==> config.mk <==
export PLATFORM = sky130hd
export DESIGN_NAME = escape_sequence_decoder_core_flat
export DESIGN_NICKNAME = d
export VERILOG_FILES = /design/src/design/esd_pkg.sv /design/src/design/esd_in_if.sv /design/src/design/escape_sequence_decoder_core.sv /design/src/flat_wrapper.sv
export SDC_FILE = /design/constraint.sdc
export NUM_CORES = 1
export LEC_CHECK = 0
export BUFFER_PORTS_ARGS = -buffer_cell sky130_fd_sc_hd__buf_2
export CORE_MARGIN = 10
export CORE_UTILIZATION = 59
export DETAILED_ROUTE_END_ITERATION = 10
export HOLD_SLACK_MARGIN = 0.06
export PLACE_DENSITY = 0.86
export REMOVE_ABC_BUFFERS = 1
export SLEW_MARGIN = 40
export SYNTH_ARGS = -nofsm -noshare
export SYNTH_HDL_FRONTEND = slang
export SYNTH_SLANG_ARGS = --single-unit
==> constraint.sdc <==
create_clock -name clk_i -period 7.58 [get_ports clk_i]
set_input_delay 1.516 -clock clk_i [delete_from_list [all_inputs] [get_ports clk_i]]
set_output_delay 1.516 -clock clk_i [all_outputs]
set_load 0.03 [all_outputs]
==> src/design/esd_pkg.sv <==
// shared types, constants and helpers of the escape sequence decoder
package esd_pkg;

  localparam int CharBits = 16;
  localparam int FieldBits = 16;
  localparam int AddrBits = 1;
  localparam int DataBits = 32;

  typedef logic [FieldBits-1:0] field_t;
  typedef logic [CharBits-1:0] char_t;
  typedef logic [1:0] phase_t;

  localparam phase_t PhPlain = 2'd0;
  localparam phase_t PhEsc = 2'd1;
  localparam phase_t PhHex = 2'd2;

  localparam logic [AddrBits-1:0] RegRegexpMode = 1'b0;

  localparam char_t ChBslash = char_t'(16'h005C);
  localparam char_t ChLowF = char_t'(16'h0066);
  localparam char_t ChLowN = char_t'(16'h006E);
  localparam char_t ChLowR = char_t'(16'h0072);
  localparam char_t ChLowT = char_t'(16'h0074);
  localparam char_t ChLowV = char_t'(16'h0076);
  localparam char_t ChLowX = char_t'(16'h0078);
  localparam char_t ChUpX = char_t'(16'h0058);
  localparam char_t ChFormFeed = char_t'(16'h000C);
  localparam char_t ChLineFeed = char_t'(16'h000A);
  localparam char_t ChCarRet = char_t'(16'h000D);
  localparam char_t ChHorTab = char_t'(16'h0009);
  localparam char_t ChVerTab = char_t'(16'h000B);

  typedef struct packed {
    logic       ok;
    logic [3:0] val;
  } hex_digit_t;

  function automatic hex_digit_t hex_digit(input char_t c);
    hex_digit_t r;
    r.ok = 1'b1;
    r.val = 4'd0;
    if (c >= char_t'(16'h0030) && c <= char_t'(16'h0039)) begin
      r.val = c[3:0];
    end else if ((c >= char_t'(16'h0061) && c <= char_t'(16'h0066)) ||
                 (c >= char_t'(16'h0041) && c <= char_t'(16'h0046))) begin
      r.val = 4'(c[2:0] + 3'd1) + 4'd8;
    end else begin
      r.ok = 1'b0;
    end
    return r;
  endfunction

  function automatic field_t to_field(input char_t c);
    return field_t'(c);
  endfunction

endpackage

==> src/design/esd_in_if.sv <==
// request and result channel interfaces of the escape sequence decoder
interface esd_in_if;
  logic            valid;
  logic            ready;
  esd_pkg::field_t in_char;
  logic            in_last;

  modport source (output valid, output in_char, output in_last, input ready);
  modport sink (input valid, input in_char, input in_last, output ready);
endinterface

interface esd_out_if;
  logic            valid;
  logic            ready;
  esd_pkg::field_t out_char;
  logic            out_last;

  modport source (output valid, output out_char, output out_last, input ready);
  modport sink (input valid, input out_char, input out_last, output ready);
endinterface

==> src/design/escape_sequence_decoder_core.sv <==
// escape sequence decoder top level
//
// in_chan takes one character request per cycle while it is ready (in_char,
// in_last marks the end of a string). out_chan gives decoded characters in
// order, out_last set on the final character caused by an input request
// with in_last. An APB-style port holds one register, regexp_mode at
// address 0; the user must write it only while no request is in flight;
// the block does not enforce this. Each accepted request is decoded in the
// cycle it is accepted into a result buffer of up to three characters; the
// first result shows on out_chan in the cycle after acceptance. A request
// that gives zero or one character lets the next request enter in the
// following cycle while out_chan is ready, so plain text flows at one
// character per cycle when out_chan does not stall. A request that gives
// two or three characters holds in_chan while the buffer drains through its
// single output port. When out_chan stalls, the buffer holds its characters
// and in_chan is stalled while a character waits on the stalled out_chan.
// Reset clears regexp_mode, the decoder state (plain text phase) and the
// buffer fill count; it takes requests in the first cycle after reset.
module escape_sequence_decoder_core (
  input  logic                          clk_i,
  input  logic                          rst_ni,
  esd_in_if.sink                        in_chan,
  esd_out_if.source                     out_chan,
  input  logic                          psel,
  input  logic                          penable,
  input  logic                          pwrite,
  input  logic [esd_pkg::AddrBits-1:0]  paddr,
  input  logic [esd_pkg::DataBits-1:0]  pwdata,
  output logic [esd_pkg::DataBits-1:0]  prdata,
  output logic                          pready
);
  import esd_pkg::*;

  logic       regexp_q, regexp_d;
  phase_t     phase_q, phase_d;
  logic       wide_q, wide_d;
  logic [2:0] cnt_q, cnt_d;
  logic [15:0] hex_q, hex_d;

  char_t      buf_q [3];
  char_t      buf_d [3];
  logic [1:0] fill_q, fill_d;
  logic       last_q, last_d;

  char_t      res [3];
  logic [1:0] nres;
  char_t      c;
  logic       lst;
  logic       acc, pop;
  hex_digit_t hd;
  logic [15:0] hex_n;
  logic [2:0] cnt_n;
  logic [2:0] maxd;

  // apb
  assign pready = 1'b1;
  assign prdata = (paddr == RegRegexpMode) ? DataBits'(regexp_q) : '0;

  always_comb begin
    regexp_d = regexp_q;
    if (psel && penable && pwrite && (paddr == RegRegexpMode)) begin
      regexp_d = pwdata[0];
    end
  end

  // handshakes
  assign in_chan.ready = (fill_q == 2'd0) || ((fill_q == 2'd1) && out_chan.ready);
  assign acc = in_chan.valid && in_chan.ready;
  assign out_chan.valid = (fill_q != 2'd0);
  assign pop = out_chan.valid && out_chan.ready;
  assign out_chan.out_char = to_field(buf_q[0]);
  assign out_chan.out_last = last_q && (fill_q == 2'd1);

  assign c = in_chan.in_char[CharBits-1:0];
  assign lst = in_chan.in_last;
  assign hd = hex_digit(c);
  assign hex_n = {hex_q[11:0], hd.val};
  assign cnt_n = cnt_q + 3'd1;
  assign maxd = wide_q ? 3'd4 : 3'd2;

  // decode
  always_comb begin
    phase_d = phase_q;
    wide_d = wide_q;
    cnt_d = cnt_q;
    hex_d = hex_q;
    nres = 2'd0;
    res[0] = c;
    res[1] = c;
    res[2] = c;
    if (acc) begin
      case (phase_q)
        PhEsc: begin
          phase_d = PhPlain;
          nres = 2'd1;
          case (c)
            ChBslash: begin
              res[0] = ChBslash;
              res[1] = ChBslash;
              nres = regexp_q ? 2'd2 : 2'd1;
            end
            ChLowF: res[0] = ChFormFeed;
            ChLowN: res[0] = ChLineFeed;
            ChLowR: res[0] = ChCarRet;
            ChLowT: res[0] = ChHorTab;
            ChLowV: res[0] = ChVerTab;
            ChLowX, ChUpX: begin
              if (lst) begin
                res[0] = ChBslash;
                res[1] = c;
                nres = 2'd2;
              end else begin
                nres = 2'd0;
                phase_d = PhHex;
                wide_d = (c == ChUpX);
                cnt_d = 3'd0;
                hex_d = 16'd0;
              end
            end
            default: begin
              res[0] = ChBslash;
              res[1] = c;
              nres = 2'd2;
            end
          endcase
        end
        PhHex: begin
          if (hd.ok) begin
            if (cnt_n >= maxd || lst) begin
              res[0] = hex_n[CharBits-1:0];
              nres = 2'd1;
              phase_d = PhPlain;
              cnt_d = 3'd0;
              hex_d = 16'd0;
            end else begin
              cnt_d = cnt_n;
              hex_d = hex_n;
            end
          end else begin
            phase_d = PhPlain;
            cnt_d = 3'd0;
            hex_d = 16'd0;
            if (cnt_q == 3'd0) begin
              res[0] = ChBslash;
              res[1] = wide_q ? ChUpX : ChLowX;
              if (c == ChBslash && !lst) begin
                phase_d = PhEsc;
                nres = 2'd2;
              end else begin
                res[2] = c;
                nres = 2'd3;
              end
            end else begin
              res[0] = hex_q[CharBits-1:0];
              if (c == ChBslash && !lst) begin
                phase_d = PhEsc;
                nres = 2'd1;
              end else begin
                res[1] = c;
                nres = 2'd2;
              end
            end
          end
        end
        default: begin
          phase_d = PhPlain;
          if (c == ChBslash && !lst) begin
            phase_d = PhEsc;
          end else begin
            nres = 2'd1;
          end
        end
      endcase
    end
  end

  // result buffer
  always_comb begin
    buf_d = buf_q;
    fill_d = fill_q;
    last_d = last_q;
    if (acc) begin
      buf_d = res;
      fill_d = nres;
      last_d = lst;
    end else if (pop) begin
      buf_d[0] = buf_q[1];
      buf_d[1] = buf_q[2];
      fill_d = fill_q - 2'd1;
    end
  end

  always_ff @(posedge clk_i or negedge rst_ni) begin
    if (!rst_ni) begin
      regexp_q <= 1'b0;
      phase_q <= PhPlain;
      wide_q <= 1'b0;
      cnt_q <= 3'd0;
      hex_q <= 16'd0;
      fill_q <= 2'd0;
      last_q <= 1'b0;
    end else begin
      regexp_q <= regexp_d;
      phase_q <= phase_d;
      wide_q <= wide_d;
      cnt_q <= cnt_d;
      hex_q <= hex_d;
      fill_q <= fill_d;
      last_q <= last_d;
    end
  end

  always_ff @(posedge clk_i) begin
    buf_q <= buf_d;
  end

  a_last_ends_string: assert property (@(posedge clk_i) disable iff (!rst_ni)
    (acc && lst) |=> (phase_q == PhPlain))
    else $error("string end left decoder outside plain text");

  a_hex_count_bound: assert property (@(posedge clk_i) disable iff (!rst_ni)
    (phase_q == PhHex) |-> (cnt_q < maxd))
    else $error("hex run holds too many digits");

  a_phase_legal: assert property (@(posedge clk_i) disable iff (!rst_ni)
    (phase_q == PhPlain || phase_q == PhEsc || phase_q == PhHex))
    else $error("unused phase code");

  a_drain: assert property (@(posedge clk_i) disable iff (!rst_ni)
    (pop && !acc && fill_q == 2'd1) |=> (fill_q == 2'd0))
    else $error("buffer did not drain");

  a_stall_hold: assert property (@(posedge clk_i) disable iff (!rst_ni)
    (out_chan.valid && !out_chan.ready) |=> ($stable(buf_q[0]) && fill_q != 2'd0))
    else $error("stalled result changed");

endmodule

==> src/flat_wrapper.sv <==
// flat-port wrapper written by rule: the top's interface ports become plain ports
module escape_sequence_decoder_core_flat import esd_pkg::*;
  (clk_i, rst_ni, psel, penable, pwrite, paddr, pwdata, prdata, pready, in_chan_valid, in_chan_in_char, in_chan_in_last, in_chan_ready, out_chan_valid, out_chan_out_char, out_chan_out_last, out_chan_ready);
  esd_in_if in_chan_i ();
  esd_out_if out_chan_i ();
  input  logic clk_i;
  input  logic rst_ni;
  input  logic psel;
  input  logic penable;
  input  logic pwrite;
  input  logic [esd_pkg::AddrBits-1:0] paddr;
  input  logic [esd_pkg::DataBits-1:0] pwdata;
  output logic [esd_pkg::DataBits-1:0] prdata;
  output logic pready;
  input wire logic [$bits(in_chan_i.valid)-1:0] in_chan_valid;
  input wire logic [$bits(in_chan_i.in_char)-1:0] in_chan_in_char;
  input wire logic [$bits(in_chan_i.in_last)-1:0] in_chan_in_last;
  output wire logic [$bits(in_chan_i.ready)-1:0] in_chan_ready;
  output wire logic [$bits(out_chan_i.valid)-1:0] out_chan_valid;
  output wire logic [$bits(out_chan_i.out_char)-1:0] out_chan_out_char;
  output wire logic [$bits(out_chan_i.out_last)-1:0] out_chan_out_last;
  input wire logic [$bits(out_chan_i.ready)-1:0] out_chan_ready;
  assign in_chan_i.valid = in_chan_valid;
  assign in_chan_i.in_char = in_chan_in_char;
  assign in_chan_i.in_last = in_chan_in_last;
  assign in_chan_ready = in_chan_i.ready;
  assign out_chan_valid = out_chan_i.valid;
  assign out_chan_out_char = out_chan_i.out_char;
  assign out_chan_out_last = out_chan_i.out_last;
  assign out_chan_i.ready = out_chan_ready;
  escape_sequence_decoder_core u_core (.clk_i(clk_i), .rst_ni(rst_ni), .in_chan(in_chan_i), .out_chan(out_chan_i), .psel(psel), .penable(penable), .pwrite(pwrite), .paddr(paddr), .pwdata(pwdata), .prdata(prdata), .pready(pready));
endmodule
* Word level (Yosys, flattened, before mapping)
Index checks and enable logic that the tools add are counted.
Word-level totals: flip-flop bits (word level) 74, input bits 57
Cells by class: bitwise operators 2, $lt $le $gt $ge 7, multiplexer cells 46, equality and inequality tests 14, $add $sub $neg 4, reductions and logical operators 25
Operator list (count):
- $mux 32 | 5
- $eq 16x7->1 const B | 8
- $mux 16 | 7
- $pmux 16 s6 | 1
- $pmux 16 s2 | 2
- $pmux 32 s2 | 1
- $ge 16x7->1 const B | 2
- $le 16x7->1 const B | 2
- $mux 2 | 11
- $ge 16x6->1 const B | 1
- $le 16x6->1 const B | 1
- $mux 3 | 5
- $logic_and 1x1->1 | 11
- $mux 4 | 2
- $pmux 2 s2 | 2
- $reduce_and 4->1 | 2
- $mux 1 | 7
- $mux 6 | 1
- $pmux 2 s3 | 1
- $pmux 3 s2 | 1
- $reduce_bool 2->1 | 3
- $reduce_or 5->1 | 1
- $add 3x1->4 const B | 1
- $add 4x4->4 const B | 1
- 14 further kinds | 19

* Depth between registers and ports, before layout
depth after elaboration 9, depth in mapped cells 11

* Worst setup path after synthesis
Ideal clock, no wire load.
path type input -> register, start point input port in_chan_in_char[1], end point register u_core.buf_q (netlist bit u_core.out_chan.out_char[10]), data pin, buffers on the path 2, data arrival time 3.468 ns, slack 3.851 ns, stages 10, path through buf_2 > inv_1 > ha_1 > or4b_1 > nand4_1 > o32ai_2 > nor2_2 > buf_6 > o21ai_4 > a221o_1
RTL lines:
- start, declared | line flat_wrapper.sv:16 | input wire logic [$bits(in_chan_i.in_char)-1:0] in_chan_in_char;
- end signal, assigned | line escape_sequence_decoder_core.sv:214 | buf_q <= buf_d;
- end, declared | line escape_sequence_decoder_core.sv:40 | char_t buf_q [3];

==> impl_metrics.env <==
export IMPL_synthSimpleGateAreaFrac=0.1701
export IMPL_syn_avg_cell_area_um2=9.922
export IMPL_synth_cell_area_mm2=0.004663
export IMPL_crit_path_frequent_cell="sky130_fd_sc_hd__nor2_2"
export IMPL_number_of_flops_mapped_to_enable_cells_by_yosys=48
export IMPL_grt_pass1_wl_um=18540
export IMPL_starting_density_of_the_core=0.6035
export IMPL_insertion_delay_ps=370
export IMPL_start_kind="input pin"
export IMPL_synthDominantCellAreaShare=0.3091
export IMPL_synth_compound_area_frac=0.1967
export IMPL_place_hpwl_um=8265
export IMPL_fin_worst_skew_ps=9.359
export IMPL_totalPowerFinal_mw=1.397
export IMPL_ir_drop_mv=0.2519
export IMPL_floorplan_io_pins=109
export IMPL_yosys_area_top_type="sky130_fd_sc_hd__edfxtp_1"
export IMPL_min_delay_path_depth=2
export IMPL_cts_buffers=9
export IMPL_detailroute_via_count=3721
export IMPL_static_leakage_nw=1.906
export IMPL_post_dp_cell_area_mm2=0.004690
export IMPL_min_delay_path_class="flip-flop to flip-flop"
export IMPL_finalHoldViolations=0
export IMPL_post_layout_nets=557
export IMPL_post_drt_via_cell_ratio=6.264
export IMPL_gp_congestion=0.9205
export IMPL_slew_viol_final=0
export IMPL_timing_max_cap_violations=0
export IMPL_insertedDiodeCount=0
export IMPL_synth_top_family_by_area="compound AO/OA/AOI/OAI gates"
export IMPL_routed_wire_length_per_instance_um=19.76
export IMPL_maxSlewHeadroom=0.4189
export IMPL_postRouteWirelength_um=11740
export IMPL_netlist_cell_type_count=70
export IMPL_synth_async_reset_ratio=0.3514
export IMPL_worst_endpoint_arrival_ps=4120
export IMPL_unrepaired_setup_endpoints_after_global_routing="false"
export IMPL_fp_dieArea_mm2=0.01186
export IMPL_hold_fix_buffers_cts=0
export IMPL_ys_seq_area_frac=0.4486
export IMPL_clk_pin_slew_ps=80
export IMPL_postRouteAntennaNets=0
export IMPL_die_width_um=108.9
export IMPL_yosys_top_cells_area="sky130_fd_sc_hd__edfxtp_1 (31%), sky130_fd_sc_hd__dfrtp_1 (14%), sky130_fd_sc_hd__buf_4 (7.7%), sky130_fd_sc_hd__nand2_1 (5.3%), sky130_fd_sc_hd__a21oi_1 (3.6%)"
export IMPL_worst_path_buf_inv=2
export IMPL_critPathCaptureType="flip-flop"
export IMPL_placedCellCount=578
export IMPL_stdcell_area_mm2=0.004911
export IMPL_ctsLongestPathBuffers=2
export IMPL_portion_of_netlist_area_occupied_by_mux_cells=0.02361
export IMPL_setup_viol=0
export IMPL_tritoncts="done"
export IMPL_synthToLayoutAreaGrowth_pct=5.313
export IMPL_post_cts_setup_buffers=0
export IMPL_drc=0
export IMPL_cts_htree_levels=3
export IMPL_antenna_found_initial=0
export IMPL_area_sequential_mm2=0.002092
export IMPL_worst_stage_delay_on_the_critical_path_ps=590
export IMPL_ctsRootBufferMaster="sky130_fd_sc_hd__clkbuf_8"
export IMPL_final_period_utilization=0.5279
export IMPL_period_minus_slack_ps=4001
export IMPL_path_cells="buf_2 > inv_1 > ha_1 > o21ba_2 > o21ai_1 > nor2_2 > nor2_2 > o21ai_4 > a221o_1"
export IMPL_max_freq_mhz=249.9
export IMPL_yosys_register_bits=74
export IMPL_clock_sinks=74
export IMPL_synth_yosys_warnings=0
export IMPL_post_synth_inst_count=470
export IMPL_synthXorXnorAreaFrac=0.007513
export IMPL_dominantRegCellSynth="sky130_fd_sc_hd__edfxtp_1"
export IMPL_r2r_worst_path_cells=10
export IMPL_buffer_ports_inserted=45
export IMPL_power_density_mw_per_mm2=284.5
export IMPL_final_layout_size_suffix_gt1_frac=0.1850
export IMPL_fillCellCount=616
export IMPL_cp_top_family="compound AO/OA/AOI/OAI gates"
export IMPL_synth_adder_area_share=0.03488
export IMPL_largest_net_degree_at_the_start_of_global_routing=39
export IMPL_grt_use_total=0.1969
export IMPL_first_global_vias=3783
export IMPL_worst_hold_slack_ps=480.9
export IMPL_cts_resized_gates=0
export IMPL_cp_max_fo=11
export IMPL_timing_setup_tns_ps=0
export IMPL_dr_first_iter_drc_count=321
export IMPL_die_height_um=108.9
export IMPL_grt_overflow_total=0
export IMPL_critical_path_required_ps=7700
export IMPL_core_area_mm2=0.007727
export IMPL_fin_cells=594
export IMPL_crit_path_class="input pin to flip-flop"
export IMPL_worstMarginPinSlew_ps=870.0
export IMPL_core_rowCount=32
export IMPL_worstSetupPathDepth=9
export IMPL_run_status="complete, no violations"
export IMPL_drt_pre_antenna_iters=6
export IMPL_multi_input_comb_area_mm2=0.002158
export IMPL_critical_path_slowest_cell="sky130_fd_sc_hd__nor2_2"
==> cells in the final DEF (no fill, tap or decap), types with 3 or more instances in the layout <==
cell type / Yosys / final
sky130_fd_sc_hd__nor4_4: 3 / 4
sky130_fd_sc_hd__nor3b_1: 4 / 4
sky130_fd_sc_hd__nand4_1: 5 / 5
sky130_fd_sc_hd__o21ai_1: 9 / 10
sky130_fd_sc_hd__a221o_1: 12 / 12
sky130_fd_sc_hd__inv_1: 18 / 18
sky130_fd_sc_hd__or3_1: 3 / 3
sky130_fd_sc_hd__ha_1: 13 / 13
sky130_fd_sc_hd__nand2_1: 66 / 66
sky130_fd_sc_hd__nor2b_1: 5 / 4
sky130_fd_sc_hd__nor4_1: 6 / 6
sky130_fd_sc_hd__mux2_2: 4 / 4
sky130_fd_sc_hd__buf_2: 6 / 45
sky130_fd_sc_hd__a21oi_1: 34 / 34
sky130_fd_sc_hd__conb_1: 2 / 32
sky130_fd_sc_hd__buf_4: 48 / 4
sky130_fd_sc_hd__edfxtp_1: 48 / 48
sky130_fd_sc_hd__dfrtp_1: 26 / 26
sky130_fd_sc_hd__o21ai_0: 20 / 19
sky130_fd_sc_hd__nand3_1: 11 / 11
sky130_fd_sc_hd__a22o_1: 11 / 11
sky130_fd_sc_hd__mux2i_1: 5 / 5
sky130_fd_sc_hd__o31ai_1: 8 / 8
sky130_fd_sc_hd__xnor2_1: 3 / 3
sky130_fd_sc_hd__a211oi_1: 4 / 4
sky130_fd_sc_hd__nor2_1: 15 / 15
sky130_fd_sc_hd__nand2b_1: 5 / 5
sky130_fd_sc_hd__o211ai_1: 5 / 5
sky130_fd_sc_hd__clkbuf_8: 0 / 10
sky130_fd_sc_hd__o22ai_1: 6 / 6
==> cell families (layout without fill, tap and decap cells) <==
| logic type | after synthesis | after routing |
|---|---|---|
| compound gates | 132 | 132 |
| xor+xnor | 4 | 4 |
| fa+ha+maj | 13 | 13 |
| buf+inv | 91 | 83 |
| flops | 74 | 74 |
| mux | 10 | 10 |
| other cells | 2 | 32 |
| simple gates | 144 | 144 |
==> registers in the layout, indices dropped and copies added, names as in the netlist <==
signal                    cells
u_core.buf_q                 32
u_core.regexp_q               1
u_core.out_chan.out_char     16
u_core.wide_q                 1
u_core.fill_q                 2
u_core.cnt_q                  3
u_core.last_q                 1
u_core.phase_q                2
u_core.hex_q                 16
==> cell usage after synthesis (all sizes together) (4+ instances only) <==
master,count
a211oi,5
o22ai,6
mux2,5
a221o,12
buf,57
nand2b,5
ha,13
nor4,11
a21oi,34
nor2b,6
mux2i,5
clkbuf,16
nor2,17
o21ai,30
dfrtp,26
inv,18
o31ai,8
nor3b,4
nand2,66
nand4,5
nand3,11
o211ai,6
a22o,11
edfxtp,48
==> worst paths after layout <==
kind,from,to,slack (ps)
max in group asynchronous,rst_ni,u_core.hex_q[3],6020
min in group asynchronous,rst_ni,u_core.fill_q[0],1150
min reg2reg,u_core.last_q,u_core.last_q,480
max,in_chan_in_char[0],u_core.out_chan.out_char[5],3580
min,u_core.last_q,u_core.last_q,480
max reg2reg,u_core.fill_q[0],u_core.out_chan.out_char[10],4150
==> metrics by stage <==
stage | setup WS, ps | utilization
2_1_floorplan | 2626 | -
4_1_cts | 3631 | 0.6341
3_3_place_gp | 3120 | 0.6057
5_1_grt | 3469 | 0.6355
3_5_place_dp | 3249 | 0.6069
6_report | 3579 | 0.6355
==> layer usage <==
layer	vias to the layer above	track usage	share of wire
li1	1690	-	-
met1	1804	0.2351	0.40
met2	199	0.3333	0.49
met3	28	0.04189	0.086
met4	0	0.08945	0.021
met5	-	0	0
==> report_power, final <==
part	total (mW)	internal (mW)	switching, mW
clock	0.325	0.164	0.161
sequential	0.604	0.573	0.0304
combinational	0.468	0.149	0.319
total	1.40	0.887	0.510
==> worst register-to-register path: stages, from the launching register on <==
cell and delay, ps:
sky130_fd_sc_hd__dfrtp_1 440, sky130_fd_sc_hd__inv_1 80, sky130_fd_sc_hd__ha_1 210, sky130_fd_sc_hd__a21o_1 110, sky130_fd_sc_hd__nand2_1 50, sky130_fd_sc_hd__buf_4 270, sky130_fd_sc_hd__inv_1 630, sky130_fd_sc_hd__nand2_1 510
sky130_fd_sc_hd__nor4_4 630, sky130_fd_sc_hd__a22o_1 240, sky130_fd_sc_hd__a221o_1 130
==> layout make-up <==
cell class,instances,area share
sequential,74,0.4260
timing repair buffer,49,0.05197
inverter,18,0.01376
clock buffer,10,0.02803
clock inverter,6,0.01478
tap,102,0.02599
multi-input combinational,335,0.4395
(Power assumes the default switching activity.)
